**src/design/pfta_pkg.sv**
```systemverilog
// Shared types and constants for the pair fixed-point transform ALU.
// Used by the register file, the serial lane datapath and the top level.
// No dependencies.
package pfta_pkg;

    // Default sizes of the datapath
    localparam int DATA_WIDTH_DEF  = 32;
    localparam int FRAC_BITS_DEF   = 16;
    localparam int COUNT_WIDTH_DEF = 24;

    // Configured operation
    typedef enum logic [1:0] {
        OP_ADD    = 2'd0,
        OP_MUL    = 2'd1,
        OP_ROOT   = 2'd2,
        OP_SQUARE = 2'd3
    } op_t;

    // Register index on the configuration port
    typedef enum logic [1:0] {
        REG_OPERATION = 2'd0,
        REG_LANE_A    = 2'd1,
        REG_LANE_B    = 2'd2,
        REG_THRESHOLD = 2'd3
    } reg_idx_t;

    // Result status
    typedef enum logic [1:0] {
        STAT_OK    = 2'd0,
        STAT_NEG_A = 2'd1,
        STAT_NEG_B = 2'd2
    } status_t;

    // Sequencer state
    typedef enum logic [1:0] {
        S_IDLE,
        S_RUN,
        S_FIN
    } state_t;

    // Decoded configuration handed to the sequencer
    typedef struct packed {
        op_t  op;
        logic en_a;
        logic en_b;
    } cfg_flags_t;

    // Per-lane control from the sequencer
    typedef struct packed {
        logic load;
        logic step;
        op_t  op;
        logic apply;
    } lane_ctl_t;

endpackage

```
**src/design/pfta_cfg.sv**
```systemverilog
// Configuration register file with an APB-style write/read port.
// Also derives the lane enables (operand magnitude above threshold).
// Depends on pfta_pkg.
module pfta_cfg
    import pfta_pkg::*;
#(
    parameter int DATA_WIDTH = DATA_WIDTH_DEF
)
(
    input  logic                                  clk,
    input  logic                                  rst_n,
    input  logic                                  psel,
    input  logic                                  penable,
    input  logic                                  pwrite,
    input  logic [((DATA_WIDTH > 32) ? 5 : 4)-1:0] paddr,
    input  logic [((DATA_WIDTH > 32) ? 64 : 32)-1:0] pwdata,
    output logic [((DATA_WIDTH > 32) ? 64 : 32)-1:0] prdata,
    output logic                                  pready,
    output cfg_flags_t                            flags,
    output logic [DATA_WIDTH-1:0]                 opnd_a,
    output logic [DATA_WIDTH-1:0]                 opnd_b
);

    localparam int ASH    = (DATA_WIDTH > 32) ? 3 : 2;
    localparam int ADDR_W = ASH + 2;
    localparam int PDW    = (DATA_WIDTH > 32) ? 64 : 32;

    op_t                   op_reg;
    logic [DATA_WIDTH-1:0] opa_reg;
    logic [DATA_WIDTH-1:0] opb_reg;
    logic [DATA_WIDTH-2:0] thr_reg;
    logic                  en_a_reg;
    logic                  en_b_reg;

    reg_idx_t              reg_idx;
    logic                  wr_en;
    logic [DATA_WIDTH-1:0] mag_a;
    logic [DATA_WIDTH-1:0] mag_b;

    assign pready  = 1'b1;
    assign reg_idx = reg_idx_t'(paddr[ADDR_W-1:ASH]);
    assign wr_en   = psel && penable && pwrite;

    // Write registers on the access phase
    always_ff @(posedge clk or negedge rst_n)
    begin
        if (!rst_n)
        begin
            op_reg  <= OP_ADD;
            opa_reg <= '0;
            opb_reg <= '0;
            thr_reg <= '0;
        end
        else if (wr_en)
        begin
            unique case (reg_idx)
                REG_OPERATION: op_reg  <= op_t'(pwdata[1:0]);
                REG_LANE_A:    opa_reg <= pwdata[DATA_WIDTH-1:0];
                REG_LANE_B:    opb_reg <= pwdata[DATA_WIDTH-1:0];
                REG_THRESHOLD: thr_reg <= pwdata[DATA_WIDTH-2:0];
            endcase
        end
    end

    // Read back the addressed register
    always_comb
    begin
        unique case (reg_idx)
            REG_OPERATION: prdata = PDW'(op_reg);
            REG_LANE_A:    prdata = PDW'(opa_reg);
            REG_LANE_B:    prdata = PDW'(opb_reg);
            REG_THRESHOLD: prdata = PDW'(thr_reg);
        endcase
    end

    // Operand magnitudes; the most negative value maps to 2^(DATA_WIDTH-1)
    assign mag_a = opa_reg[DATA_WIDTH-1] ? (~opa_reg + 1'b1) : opa_reg;
    assign mag_b = opb_reg[DATA_WIDTH-1] ? (~opb_reg + 1'b1) : opb_reg;

    // Register the lane enables; they are only read at the end of an item
    always_ff @(posedge clk or negedge rst_n)
    begin
        if (!rst_n)
        begin
            en_a_reg <= 1'b0;
            en_b_reg <= 1'b0;
        end
        else
        begin
            en_a_reg <= mag_a > {1'b0, thr_reg};
            en_b_reg <= mag_b > {1'b0, thr_reg};
        end
    end

    assign flags.op   = op_reg;
    assign flags.en_a = en_a_reg;
    assign flags.en_b = en_b_reg;
    assign opnd_a     = opa_reg;
    assign opnd_b     = opb_reg;

endmodule

```
**src/design/pfta_lane.sv**
```systemverilog
// Serial datapath for one lane: bit-serial add, shift-add multiply and
// restoring square root, two radicand bits per step, plus result saturation.
// Depends on pfta_pkg.
module pfta_lane
    import pfta_pkg::*;
#(
    parameter int DATA_WIDTH = DATA_WIDTH_DEF,
    parameter int FRAC_BITS  = FRAC_BITS_DEF
)
(
    input  logic                  clk,
    input  lane_ctl_t             ctl,
    input  logic [DATA_WIDTH-1:0] x_in,
    input  logic [DATA_WIDTH-1:0] opnd,
    output logic [DATA_WIDTH-1:0] result,
    output logic                  x_neg
);

    localparam int DW   = DATA_WIDTH;
    localparam int RB   = (DATA_WIDTH + FRAC_BITS) / 2;
    localparam int RS   = (DATA_WIDTH + FRAC_BITS + 1) / 2;
    localparam int RADW = 2 * RS;
    localparam int REMW = RS + 2;
    localparam int XW   = 2 * DATA_WIDTH + FRAC_BITS;
    localparam int CW   = (RS > DATA_WIDTH) ? RS : DATA_WIDTH;

    localparam logic [DW-1:0] VMAX  = {1'b0, {(DW-1){1'b1}}};
    localparam logic [DW-1:0] VMIN  = {1'b1, {(DW-1){1'b0}}};
    localparam logic [CW:0]   ONE_W = 1;
    localparam logic [CW:0]   CAP_W = (RB < DATA_WIDTH - 1) ? ((ONE_W << RB) - ONE_W)
                                      : ((ONE_W << (DATA_WIDTH - 1)) - ONE_W);
    localparam logic [CW-1:0] ROOT_CAP = CAP_W[CW-1:0];

    logic [DW-1:0]   x_reg,     x_next;
    logic [DW-1:0]   lo_reg,    lo_next;
    logic [DW-1:0]   hi_reg,    hi_next;
    logic [DW-1:0]   mcand_reg, mcand_next;
    logic            carry_reg, carry_next;
    logic            pneg_reg,  pneg_next;
    logic [RADW-1:0] rad_reg,   rad_next;
    logic [REMW-1:0] rem_reg,   rem_next;
    logic [RS-1:0]   root_reg,  root_next;

    logic [DW-1:0]   x_mag;
    logic [DW-1:0]   opnd_mag;
    logic [DW:0]     mac_sum;
    logic            add_bit;
    logic [REMW-1:0] rem_sh;
    logic [REMW-1:0] trial;
    logic            root_fit;

    logic [XW-1:0]   px;
    logic [DW-1:0]   q_low;
    logic            sticky;
    logic            q_ge;
    logic            q_upper;
    logic            q_eq_top;
    logic [DW-1:0]   mul_res;
    logic            add_ovf;
    logic [DW-1:0]   add_res;
    logic [CW-1:0]   root_ext;
    logic [DW-1:0]   root_res;

    assign x_mag    = x_in[DW-1] ? (~x_in + 1'b1) : x_in;
    assign opnd_mag = opnd[DW-1] ? (~opnd + 1'b1) : opnd;

    // Per-step arithmetic
    assign mac_sum  = {1'b0, hi_reg} + (lo_reg[0] ? {1'b0, mcand_reg} : '0);
    assign add_bit  = lo_reg[0] ^ hi_reg[0] ^ carry_reg;
    assign rem_sh   = {rem_reg[RS-1:0], rad_reg[RADW-1 -: 2]};
    assign trial    = {root_reg, 2'b01};
    assign root_fit = rem_sh >= trial;

    // Load on accept, advance one digit per step
    always_comb
    begin
        x_next     = x_reg;
        lo_next    = lo_reg;
        hi_next    = hi_reg;
        mcand_next = mcand_reg;
        carry_next = carry_reg;
        pneg_next  = pneg_reg;
        rad_next   = rad_reg;
        rem_next   = rem_reg;
        root_next  = root_reg;
        if (ctl.load)
        begin
            x_next     = x_in;
            lo_next    = (ctl.op == OP_ADD) ? x_in : x_mag;
            hi_next    = (ctl.op == OP_ADD) ? opnd : '0;
            mcand_next = (ctl.op == OP_SQUARE) ? x_mag : opnd_mag;
            pneg_next  = (ctl.op == OP_SQUARE) ? 1'b0 : (x_in[DW-1] ^ opnd[DW-1]);
            carry_next = 1'b0;
            rad_next   = RADW'(x_in) << FRAC_BITS;
            rem_next   = '0;
            root_next  = '0;
        end
        else if (ctl.step)
        begin
            unique case (ctl.op)
                OP_ADD:
                begin
                    lo_next    = {add_bit, lo_reg[DW-1:1]};
                    hi_next    = hi_reg >> 1;
                    carry_next = (lo_reg[0] & hi_reg[0]) | (carry_reg & (lo_reg[0] ^ hi_reg[0]));
                end
                OP_MUL, OP_SQUARE:
                begin
                    hi_next = mac_sum[DW:1];
                    lo_next = {mac_sum[0], lo_reg[DW-1:1]};
                end
                OP_ROOT:
                begin
                    rem_next  = root_fit ? (rem_sh - trial) : rem_sh;
                    root_next = {root_reg[RS-2:0], root_fit};
                    rad_next  = rad_reg << 2;
                end
            endcase
        end
    end

    always_ff @(posedge clk)
    begin
        x_reg     <= x_next;
        lo_reg    <= lo_next;
        hi_reg    <= hi_next;
        mcand_reg <= mcand_next;
        carry_reg <= carry_next;
        pneg_reg  <= pneg_next;
        rad_reg   <= rad_next;
        rem_reg   <= rem_next;
        root_reg  <= root_next;
    end

    // Product: drop fraction bits, round toward minus infinity, saturate
    assign px       = XW'({hi_reg, lo_reg});
    assign q_low    = px[DATA_WIDTH+FRAC_BITS-1:FRAC_BITS];
    assign sticky   = |px[FRAC_BITS-1:0];
    assign q_ge     = |px[XW-1:DATA_WIDTH+FRAC_BITS-1];
    assign q_upper  = |px[XW-1:DATA_WIDTH+FRAC_BITS];
    assign q_eq_top = q_low[DW-1] && !q_upper && !(|q_low[DW-2:0]);

    always_comb
    begin
        if (pneg_reg)
        begin
            if ((q_ge && !q_eq_top) || (q_eq_top && sticky))
                mul_res = VMIN;
            else
                mul_res = ~q_low + DW'(!sticky);
        end
        else
        begin
            mul_res = q_ge ? VMAX : q_low;
        end
    end

    // Sum: saturate on signed overflow
    assign add_ovf = (x_reg[DW-1] == opnd[DW-1]) && (lo_reg[DW-1] != x_reg[DW-1]);
    assign add_res = add_ovf ? (x_reg[DW-1] ? VMIN : VMAX) : lo_reg;

    // Root: clamp to the root width and to the largest positive value
    assign root_ext = CW'(root_reg);
    assign root_res = (root_ext > ROOT_CAP) ? ROOT_CAP[DW-1:0] : root_ext[DW-1:0];

    // Pick the lane result; a lane that is not applied passes unchanged
    always_comb
    begin
        unique case (ctl.op)
            OP_ADD:    result = add_res;
            OP_MUL:    result = mul_res;
            OP_SQUARE: result = ctl.apply ? mul_res : x_reg;
            OP_ROOT:   result = ctl.apply ? root_res : x_reg;
        endcase
    end

    assign x_neg = x_reg[DW-1];

endmodule

```
**src/design/pair_fixed_point_transform_alu_top.sv**
```systemverilog
// Top level of the pair fixed-point transform ALU: sequencer, failure counter
// and output register. Instantiates pfta_cfg and two pfta_lane; uses pfta_pkg.
//
//   channel   | handshake                 | payload
//   ----------+---------------------------+---------------------------------------
//   s_axis    | s_axis_tvalid/tready      | tdata: lane_a_in, lane_b_in; tlast
//   m_axis    | m_axis_tvalid/tready      | tdata: lane_a_out, lane_b_out, status,
//             |                           |        failures_so_far; tlast
//   apb       | psel, penable, pwrite     | paddr, pwdata, prdata, pready
//
// An item is accepted in S_IDLE, stepped in S_RUN and parked in the output register
// from S_FIN. Both lanes work in parallel; the serial step count of the lane datapath
// sets how long an item takes, and add, multiply and square take more steps than square
// root at the default sizes. The next request is taken only after the result is parked,
// so one item is in flight at a time. Reset clears the sequencer, the registers and the
// failure counter; a stalled output holds the sequencer until it drains.
module pair_fixed_point_transform_alu_top
    import pfta_pkg::*;
#(
    parameter int DATA_WIDTH  = DATA_WIDTH_DEF,
    parameter int FRAC_BITS   = FRAC_BITS_DEF,
    parameter int COUNT_WIDTH = COUNT_WIDTH_DEF
)
(
    input  logic clk,
    input  logic rst_n,
    // input request
    input  logic                                      s_axis_tvalid,
    output logic                                      s_axis_tready,
    // [DATA_WIDTH-1:0] lane_a_in, [2*DATA_WIDTH-1:DATA_WIDTH] lane_b_in, zero pad
    input  logic [((2*DATA_WIDTH+7)/8)*8-1:0]         s_axis_tdata,
    input  logic                                      s_axis_tlast,
    // result request
    output logic                                      m_axis_tvalid,
    input  logic                                      m_axis_tready,
    // lane_a_out, lane_b_out, status (2), failures_so_far (COUNT_WIDTH), zero pad
    output logic [((2*DATA_WIDTH+2+COUNT_WIDTH+7)/8)*8-1:0] m_axis_tdata,
    output logic                                      m_axis_tlast,
    // configuration
    input  logic                                      psel,
    input  logic                                      penable,
    input  logic                                      pwrite,
    input  logic [((DATA_WIDTH > 32) ? 5 : 4)-1:0]    paddr,
    input  logic [((DATA_WIDTH > 32) ? 64 : 32)-1:0]  pwdata,
    output logic [((DATA_WIDTH > 32) ? 64 : 32)-1:0]  prdata,
    output logic                                      pready
);

    localparam int OUT_W     = ((2*DATA_WIDTH + 2 + COUNT_WIDTH + 7) / 8) * 8;
    localparam int RS        = (DATA_WIDTH + FRAC_BITS + 1) / 2;
    localparam int STEPS_MAX = (RS > DATA_WIDTH) ? RS : DATA_WIDTH;
    localparam int CNTW      = $clog2(STEPS_MAX);

    localparam logic [CNTW-1:0]        LAST_SERIAL = CNTW'(DATA_WIDTH - 1);
    localparam logic [CNTW-1:0]        LAST_ROOT   = CNTW'(RS - 1);
    localparam logic [COUNT_WIDTH-1:0] CMAX        = '1;

    state_t                 state_reg, state_next;
    logic [CNTW-1:0]        cnt_reg, cnt_next;
    logic [COUNT_WIDTH-1:0] fail_reg, fail_next;
    logic                   last_reg;
    logic                   m_valid_reg, m_valid_next;
    logic [OUT_W-1:0]       m_data_reg;
    logic                   m_last_reg;

    cfg_flags_t             flags;
    logic [DATA_WIDTH-1:0]  opnd_a;
    logic [DATA_WIDTH-1:0]  opnd_b;
    lane_ctl_t              ctl_a;
    lane_ctl_t              ctl_b;
    logic [DATA_WIDTH-1:0]  res_a;
    logic [DATA_WIDTH-1:0]  res_b;
    logic                   neg_a;
    logic                   neg_b;

    logic                   lane_load;
    logic                   lane_step;
    logic                   out_load;
    logic                   out_free;
    logic                   step_last;
    status_t                stat;
    logic                   apply_a;
    logic                   apply_b;
    logic [COUNT_WIDTH-1:0] fail_inc;

    pfta_cfg #(
        .DATA_WIDTH (DATA_WIDTH)
    ) u_cfg (
        .clk     (clk),
        .rst_n   (rst_n),
        .psel    (psel),
        .penable (penable),
        .pwrite  (pwrite),
        .paddr   (paddr),
        .pwdata  (pwdata),
        .prdata  (prdata),
        .pready  (pready),
        .flags   (flags),
        .opnd_a  (opnd_a),
        .opnd_b  (opnd_b)
    );

    pfta_lane #(
        .DATA_WIDTH (DATA_WIDTH),
        .FRAC_BITS  (FRAC_BITS)
    ) u_lane_a (
        .clk    (clk),
        .ctl    (ctl_a),
        .x_in   (s_axis_tdata[DATA_WIDTH-1:0]),
        .opnd   (opnd_a),
        .result (res_a),
        .x_neg  (neg_a)
    );

    pfta_lane #(
        .DATA_WIDTH (DATA_WIDTH),
        .FRAC_BITS  (FRAC_BITS)
    ) u_lane_b (
        .clk    (clk),
        .ctl    (ctl_b),
        .x_in   (s_axis_tdata[2*DATA_WIDTH-1:DATA_WIDTH]),
        .opnd   (opnd_b),
        .result (res_b),
        .x_neg  (neg_b)
    );

    assign out_free  = !m_valid_reg || m_axis_tready;
    assign step_last = cnt_reg == ((flags.op == OP_ROOT) ? LAST_ROOT : LAST_SERIAL);

    // Next state
    always_comb
    begin
        state_next = state_reg;
        unique case (state_reg)
            S_IDLE:
            begin
                if (s_axis_tvalid)
                    state_next = S_RUN;
            end
            S_RUN:
            begin
                if (step_last)
                    state_next = S_FIN;
            end
            S_FIN:
            begin
                if (out_free)
                    state_next = S_IDLE;
            end
            default: state_next = S_IDLE;
        endcase
    end

    // Sequencer outputs
    always_comb
    begin
        s_axis_tready = 1'b0;
        lane_load     = 1'b0;
        lane_step     = 1'b0;
        out_load      = 1'b0;
        unique case (state_reg)
            S_IDLE:
            begin
                s_axis_tready = 1'b1;
                lane_load     = s_axis_tvalid;
            end
            S_RUN:
            begin
                lane_step = 1'b1;
            end
            S_FIN:
            begin
                out_load = out_free;
            end
            default: ;
        endcase
    end

    // Status: a negative enabled lane blocks the root, lane A first
    always_comb
    begin
        priority if (flags.op == OP_ROOT && flags.en_a && neg_a)
            stat = STAT_NEG_A;
        else if (flags.op == OP_ROOT && flags.en_b && neg_b)
            stat = STAT_NEG_B;
        else
            stat = STAT_OK;
    end

    // Lane apply: add and multiply always act, the rest only on enabled lanes (root also only with status OK)
    always_comb
    begin
        unique case (flags.op)
            OP_ADD, OP_MUL:
            begin
                apply_a = 1'b1;
                apply_b = 1'b1;
            end
            OP_SQUARE:
            begin
                apply_a = flags.en_a;
                apply_b = flags.en_b;
            end
            OP_ROOT:
            begin
                apply_a = flags.en_a && (stat == STAT_OK);
                apply_b = flags.en_b && (stat == STAT_OK);
            end
        endcase
    end

    assign ctl_a.load  = lane_load;
    assign ctl_a.step  = lane_step;
    assign ctl_a.op    = flags.op;
    assign ctl_a.apply = apply_a;
    assign ctl_b.load  = lane_load;
    assign ctl_b.step  = lane_step;
    assign ctl_b.op    = flags.op;
    assign ctl_b.apply = apply_b;

    // Failure count including this item, held at its largest value
    assign fail_inc = ((stat != STAT_OK) && (fail_reg != CMAX)) ? (fail_reg + 1'b1) : fail_reg;

    // Step counter, failure counter and output valid
    always_comb
    begin
        cnt_next     = cnt_reg;
        fail_next    = fail_reg;
        m_valid_next = m_valid_reg;
        if (lane_load)
            cnt_next = '0;
        else if (lane_step)
            cnt_next = cnt_reg + 1'b1;
        if (out_load)
        begin
            fail_next    = last_reg ? '0 : fail_inc;
            m_valid_next = 1'b1;
        end
        else if (m_axis_tready)
        begin
            m_valid_next = 1'b0;
        end
    end

    always_ff @(posedge clk or negedge rst_n)
    begin
        if (!rst_n)
        begin
            state_reg   <= S_IDLE;
            cnt_reg     <= '0;
            fail_reg    <= '0;
            m_valid_reg <= 1'b0;
        end
        else
        begin
            state_reg   <= state_next;
            cnt_reg     <= cnt_next;
            fail_reg    <= fail_next;
            m_valid_reg <= m_valid_next;
        end
    end

    // Hold the frame mark of the item in flight and the parked result
    always_ff @(posedge clk)
    begin
        if (lane_load)
            last_reg <= s_axis_tlast;
        if (out_load)
        begin
            m_data_reg <= OUT_W'({fail_inc, 2'(stat), res_b, res_a});
            m_last_reg <= last_reg;
        end
    end

    assign m_axis_tvalid = m_valid_reg;
    assign m_axis_tdata  = m_data_reg;
    assign m_axis_tlast  = m_last_reg;

endmodule

```
**config.mk**
```make
export PLATFORM = sky130hd
export DESIGN_NAME = pair_fixed_point_transform_alu_top
export DESIGN_NICKNAME = d
export VERILOG_FILES = /design/src/design/pfta_pkg.sv /design/src/design/pfta_cfg.sv /design/src/design/pfta_lane.sv /design/src/design/pair_fixed_point_transform_alu_top.sv
export SDC_FILE = /design/constraint.sdc
export NUM_CORES = 2
export LEC_CHECK = 0
export BUFFER_PORTS_ARGS = -buffer_cell sky130_fd_sc_hd__buf_2
export CAP_MARGIN = 5
export CORE_ASPECT_RATIO = 1.2
export CORE_UTILIZATION = 65
export CTS_CLUSTER_DIAMETER = 60
export DETAILED_ROUTE_END_ITERATION = 16
export GPL_ROUTABILITY_DRIVEN = 0
export PLACE_DENSITY = 0.84
export SLEW_MARGIN = 20
export SYNTH_ARGS = -nofsm -noshare
export SYNTH_HDL_FRONTEND = slang
export SYNTH_SLANG_ARGS = --single-unit
```
**constraint.sdc**
```tcl
create_clock -name clk -period 19.35 [get_ports clk]
set_input_delay 1.935 -clock clk [delete_from_list [all_inputs] [get_ports clk]]
set_output_delay 1.935 -clock clk [all_outputs]
set_load 0.01 [all_outputs]
```
# Yosys cells after proc, flatten, opt, wreduce, memory -nomap -nowiden
# Cells that the tools add are included.
totals:
  inputBits: 108
  mem_count: 0
  out_inout_bits: 132
  mem_bits_ro: 0
  regBits: 643
  elab_cells: 213
  latch_bits: 0
  mem_bits_rw: 0
classes:
  n_eq_ne: 17
  n_div: 0
  n_reduce_logical: 59
  n_lt_le_gt_ge: 6
  mux: 70
  shifts: 0
  multipliers: 0
  addsub: 12
  bitwise_logic: 18
ops:
  columns: ["op", "n"]
  rows:
  - ["2-to-1 mux 32 bit", 34]
  - ["one-hot mux 32 bit (4 select lines)", 3]
  - ["2-to-1 mux 48 bit", 6]
  - ["one-hot mux 32 bit (2 select lines)", 4]
  - ["inverter 32 bit", 6]
  - ["2-to-1 mux 24 bit", 6]
  - ["adder 32 x 1 -> 32 bit (second input constant)", 4]
  - ["adder 32 x 33 -> 33 bit", 2]
  - ["adder 32 x 1 -> 32 bit", 2]
  - ["> comparator 32 x 31 -> 1 bit", 2]
  - ["OR reduction 16 bit", 4]
  - ["OR reduction 31 bit", 2]
  - [">= comparator 26 bit", 2]
  - ["> comparator 24 bit (second input constant)", 2]
  - ["subtractor 24 bit", 2]
  - ["OR reduction 17 bit", 2]
  - ["adder 24 x 1 -> 24 bit (second input constant)", 1]
  - ["!= test 24 bit (second input constant)", 1]
  - ["logical AND 1 bit", 19]
  - ["AND reduction 2 bit", 8]
  - ["equality test 2 bit (second input constant)", 5]
  - ["2-to-1 mux 2 bit", 5]
  - ["2-to-1 mux 5 bit", 2]
  - ["zero test 1 bit", 9]
  - ["other kinds (19)", 49]

# Depth between registers and ports, before layout
logic_depth:
  ltp_word: 11
  mapped_depth: 19
  depth_no_buf: 18

# Cells and area by module
# Synthesis repeated with hierarchy kept, for this count alone.
hier_totals:
  hier_cells: 4576
  area_unflattened_um2: 42947.4
modules_own_cells:
  columns: ["mod", "instances", "area_per_inst_um2", "cells_per_inst", "seq_area_each_um2"]
  rows:
  - ["pfta_lane at u_lane_a", 1, 15416.0, 1761, 5815.6]
  - ["pfta_lane at u_lane_b", 1, 15312.2, 1780, 5815.6]
  - ["pfta_cfg", 1, 7101.8, 664, 2477.4]
  - ["pair_fixed_point_transform_alu_top", 1, 5117.4, 371, 3563.4]

# Worst setup path before layout
# No wires, ideal clock.
synth_path:
  path_type: "reg-to-reg"
  startpoint: "register state_reg[1]"
  endpoint: "register u_lane_a.hi_reg[0], enable pin"
  slack_ns: 8.865
  synth_period_minus_slack_ns: 10.485
  setup_ns: 0.792
  arrival_ns: 9.693
  path_stages_with_launch: 4
  path_buffers: 1
  required_time_ns: 18.558
  path_cell_list: "dfrtp_1 -> nand2b_1 -> clkbuf_1 -> o21ai_0"
synth_between:
  elab_chain_len: 4
  elab_cells_between_ends: 7
  classes_between: "eq/ne: 1; mux: 2; reduce/logical: 4"
synth_rtl:
  columns: ["element", "line", "rtl"]
  rows:
  - ["start: declaration", "pair_fixed_point_transform_alu_top.sv:58", "state_t state_reg, state_next;"]
  - ["start signal: assignment", "pair_fixed_point_transform_alu_top.sv:256", "state_reg <= state_next;"]
  - ["equality test 2 x 1 -> 1 bit / zero test 2 bit (equally long branches)", "pair_fixed_point_transform_alu_top.sv:161", "unique case (state_reg)"]
  - ["2-to-1 mux 1 bit", "pair_fixed_point_transform_alu_top.sv:161", null]
  - ["nonzero test 2 bit (no line) / nonzero test 3 bit (equally long branches)", null, null]
  - ["AND reduction 2 bit (no line) *", null, null]
  - ["end signal: assignment", "pfta_lane.sv:126", "hi_reg <= hi_next;"]
  - ["end: declaration", "pfta_lane.sv:36", "logic [DW-1:0] hi_reg, hi_next;"]
# Every way passes the cells marked *; elsewhere a longest branch is shown, timed or not.
# A chain may end at the register's enable or synchronous reset.

# Worst setup path after layout
layout_path:
  startpoint: "input port paddr[2] in the netlist's numbering"
  endpoint: "output port prdata[2] in the netlist's numbering"
layout_between:
  elab_chain_len: 2
  elab_cells_between_ends: 5
  classes_between: "eq/ne: 3; mux: 1; reduce/logical: 1"
layout_rtl:
  columns: ["element", "line", "rtl"]
  rows:
  - ["start: declaration", "pair_fixed_point_transform_alu_top.sv:43", "input logic [((DATA_WIDTH > 32) ? 5 : 4)-1:0] paddr,"]
  - ["equality test 2 bit, or another cell as far along", "pfta_cfg.sv:68", "unique case (reg_idx)"]
  - ["one-hot mux 32 bit (4 select lines) *", "pfta_cfg.sv:68", null]
  - ["end: declaration", "pair_fixed_point_transform_alu_top.sv:45", "output logic [((DATA_WIDTH > 32) ? 64 : 32)-1:0] prdata,"]
# Marked as above.

==> results_dict.tcl <==
set metrics [dict create \
    wl_per_cell_um 23.1 \
    pwr-share-seq 0.339 \
    hold_end "u_lane_b.root_reg[23]" \
    antenna_found_initial 3 \
    final-hold-violation-count 0 \
    synth_area_mm2 0.0405 \
    vias 35489 \
    critPathMaxFanout 37 \
    rsz0062_at_grt "false" \
    die_w_um 230 \
    seq_area_frac_synth 0.437 \
    stdcell_area_mm2 0.0443 \
    ys_top_cells_by_area "edfxtp_1 31%, dfrtp_1 8.1%, ha_1 5.8%, a21oi_1 5.4%, nand2_1 5.0%" \
    cp-start-kind "input port" \
    cts_tree "built" \
    core_mm2 0.0612 \
    dieHeight_um 275 \
    dieArea_mm2 0.0633 \
    max_stage_delay_ps 710 \
    numCtsBuffers 71 \
    run_status "complete, no violations" \
    largest_reg_flops 90 \
    crit_slowest_cell "buf_2" \
    p_int_mw 4.20 \
    pwr-share-comb 0.476 \
    clock-root-buffer "clkbuf_16" \
    peakVddDrop_mv 0.0903 \
    synth_top_cell_area_share 0.307 \
    period_share 0.312 \
    drive_gt1_frac 0.126 \
    vias_per_cell 6.77 \
    grt_usage 0.374 \
    clk_path_buf_depth 3 \
    yosys-top-cells-count "543 x nand2_1, 440 x a21oi_1, 414 x edfxtp_1" \
    grt_max_degree 201 \
    dr.first_iter.drc_count 4905 \
    slew_headroom 0.261 \
    grt.met2_usage 0.593 \
    cpMostUsedCell "buf_2" \
    layout.area.seq_mm2 0.0177 \
    power.total_mw 7.37 \
    rows 99 \
    final_cells 5243 \
    min_from "u_lane_b.root_reg[22]" \
    numPortBuffers 230 \
    drv_slew 0 \
    firstDrtPassIters 6 \
    cp_top_family "buffers and inverters" \
    area_growth_pct 9.38 \
    hold_ws_ps 483 \
    worstHoldPathType "reg2reg" \
    tightest_slew_ps 1110 \
    switching_share 0.430 \
    dp_hpwl_um 84700 \
    top_usage_layer "met2" \
    grt_use_met1 0.498 \
    yosysTopAreaCell "edfxtp_1" \
    clock_skew_ps 24.0 \
    grt_pass1_wl_um 185000 \
    maxCapViolations 0 \
    numClockSinks 643 \
    placed_area_mm2 0.0419 \
    drt.antenna.violating_nets 0 \
    hold-path-cell-count 2 \
    finalWorstPathRequiredPeriod_ps 6040 \
    reg2reg_depth 15 \
    criticalPathCategory "in2out" \
    synth_flop_cell "edfxtp_1" \
    post_cts_resized 0 \
    grt_pass1_vias 32744 \
    reg2reg_from "u_cfg.opnd_a[3]" \
    synth_edf_count 414 \
    avgSynthCellArea_um2 9.40 \
    fin_setup_tns_ps 0 \
    fillerInstances 4448 \
    p_clk_frac 0.185 \
    p_switching_mw 3.17 \
    dp_cells 5111 \
    clk-insertion-delay-late_ps 640 \
    place_ws_ps 13480 \
    clk_pin_slew_ps 70 \
    wirelength_um 121000 \
    power_density_mw_per_mm2 166 \
    cts_max_level 3 \
    synth-seq-cells 643 \
    synth_warnings 0 \
    clock.fmax_mhz 166 \
    setup_viol 0 \
    async_flop_share 0.204 \
    crit_arrival_ps 4100 \
    yosysUniqueCellTypes 89 \
    post-cts-setup-buffers 0 \
    cp-end-kind "output port" \
    synthCells 4305 \
    final_util 0.723 \
    grt.overflow.total 0 \
    use_met3 0.0539 \
    r2r_slack_ps 14300 \
    drc_errors 0 \
    crit_buf_inv 3 \
    io_pins 240 \
    cp.required_ps 17410 \
    initial_core_util 0.661 \
    multi_input_area_mm2 0.0213 \
    crit_chain "buf_2 > nor2b_2 > buf_4 > a22o_1 > buf_2" \
    setup_ws_ps 13310 \
    nNetsFinal 4677 \
    p_leak_nw 17.5 \
    synth.most_common_cell "nand2_1" \
    worstReg2RegEnd "u_cfg.en_a_reg" \
    postCtsHoldBufs 0 \
]
-- power groups by stage --
stage                     clock, mW  combinational (mW)  sequential, mW
after floorplan                   0                2.68            2.33
after global placement            0                3.28            2.47
after detailed placement          0                3.39            2.49
after CTS                      1.37                3.43            2.46
after global routing           1.42                3.84            2.52
final                          1.36                3.51            2.50
-- cell type report --
cell class	instances	share of cell area
multi-input cells	3268	0.482
flip-flops and latches	643	0.399
clock buffers	92	0.0440
repair buffers	269	0.0331
well taps	808	0.0228
inverters	123	0.0107
clock inverters	37	0.00806
diodes	3	0.000170
-- worst min-delay path: cells and delay by family, from the launching register on --
kind | cells | cell delay, ps
compound gates | 1 | 50
simple gates | 1 | 60
flops | 1 | 330
-- cell usage in the layout (no fill, tap or decap), types with 15 or more instances in the layout --
| cell | synthesis | final |
|---|---|---|
| nand2_1 | 543 | 539 |
| a21oi_1 | 440 | 440 |
| edfxtp_1 | 414 | 414 |
| o21ai_0 | 271 | 270 |
| buf_2 | 5 | 229 |
| nor2_1 | 225 | 223 |
| ha_1 | 189 | 189 |
| xnor2_1 | 162 | 162 |
| xor2_1 | 139 | 139 |
| mux2_2 | 129 | 129 |
| dfrtp_1 | 131 | 129 |
| inv_1 | 123 | 120 |
| dfxtp_1 | 98 | 98 |
| a21o_1 | 88 | 88 |
| and2_1 | 79 | 79 |
| o22ai_1 | 75 | 75 |
| clkbuf_16 | 0 | 73 |
| nand3_1 | 69 | 69 |
| nor3_1 | 67 | 66 |
| o31ai_1 | 56 | 56 |
| nor3b_1 | 56 | 55 |
| or3_1 | 50 | 50 |
| a221oi_1 | 50 | 50 |
| nand2b_1 | 40 | 40 |
| nand4_1 | 39 | 39 |
| a31oi_1 | 38 | 38 |
| a22o_1 | 37 | 37 |
| buf_4 | 10 | 37 |
| nor4_1 | 35 | 35 |
| nor2b_1 | 34 | 33 |
| mux2i_1 | 31 | 31 |
| a211oi_1 | 30 | 30 |
| o21a_1 | 28 | 28 |
| or4_1 | 25 | 25 |
| o211ai_1 | 25 | 25 |
| and3_1 | 16 | 16 |
| or2_2 | 15 | 15 |
| o21bai_1 | 15 | 15 |
-- logic make-up (layout without fill, tap and decap cells) --
logic type	count (synthesis)	in the layout	synth area share
adders and majority gates	194	194	0.0607
muxes	162	162	0.0447
other	2	10	0.000186
xor gates and xnor gates	301	301	0.0652
buffers and inverters	399	521	0.0382
and+or+nand+nor	1326	1326	0.158
DFF	643	643	0.437
AOI/OAI and AO/OA	1278	1278	0.196
-- layer usage --
layer / up-vias / wire (um)
li1: 15975 / -
met1: 16834 / 46500
met2: 2224 / 54800
met3: 454 / 12700
met4: 2 / 7190
met5: - / 11
-- worst max path at each step --
stage / from / to / cells past startpoint
after global routing: paddr[2] / prdata[2] / 5
after CTS: paddr[2] / prdata[2] / 5
after floorplan: state_reg[1] / u_lane_a.hi_reg[0] / 3
final: paddr[2] / prdata[2] / 5
after global placement: paddr[2] / prdata[2] / 5
after detailed placement: paddr[2] / prdata[10] / 5
(Power assumes the default switching activity.)
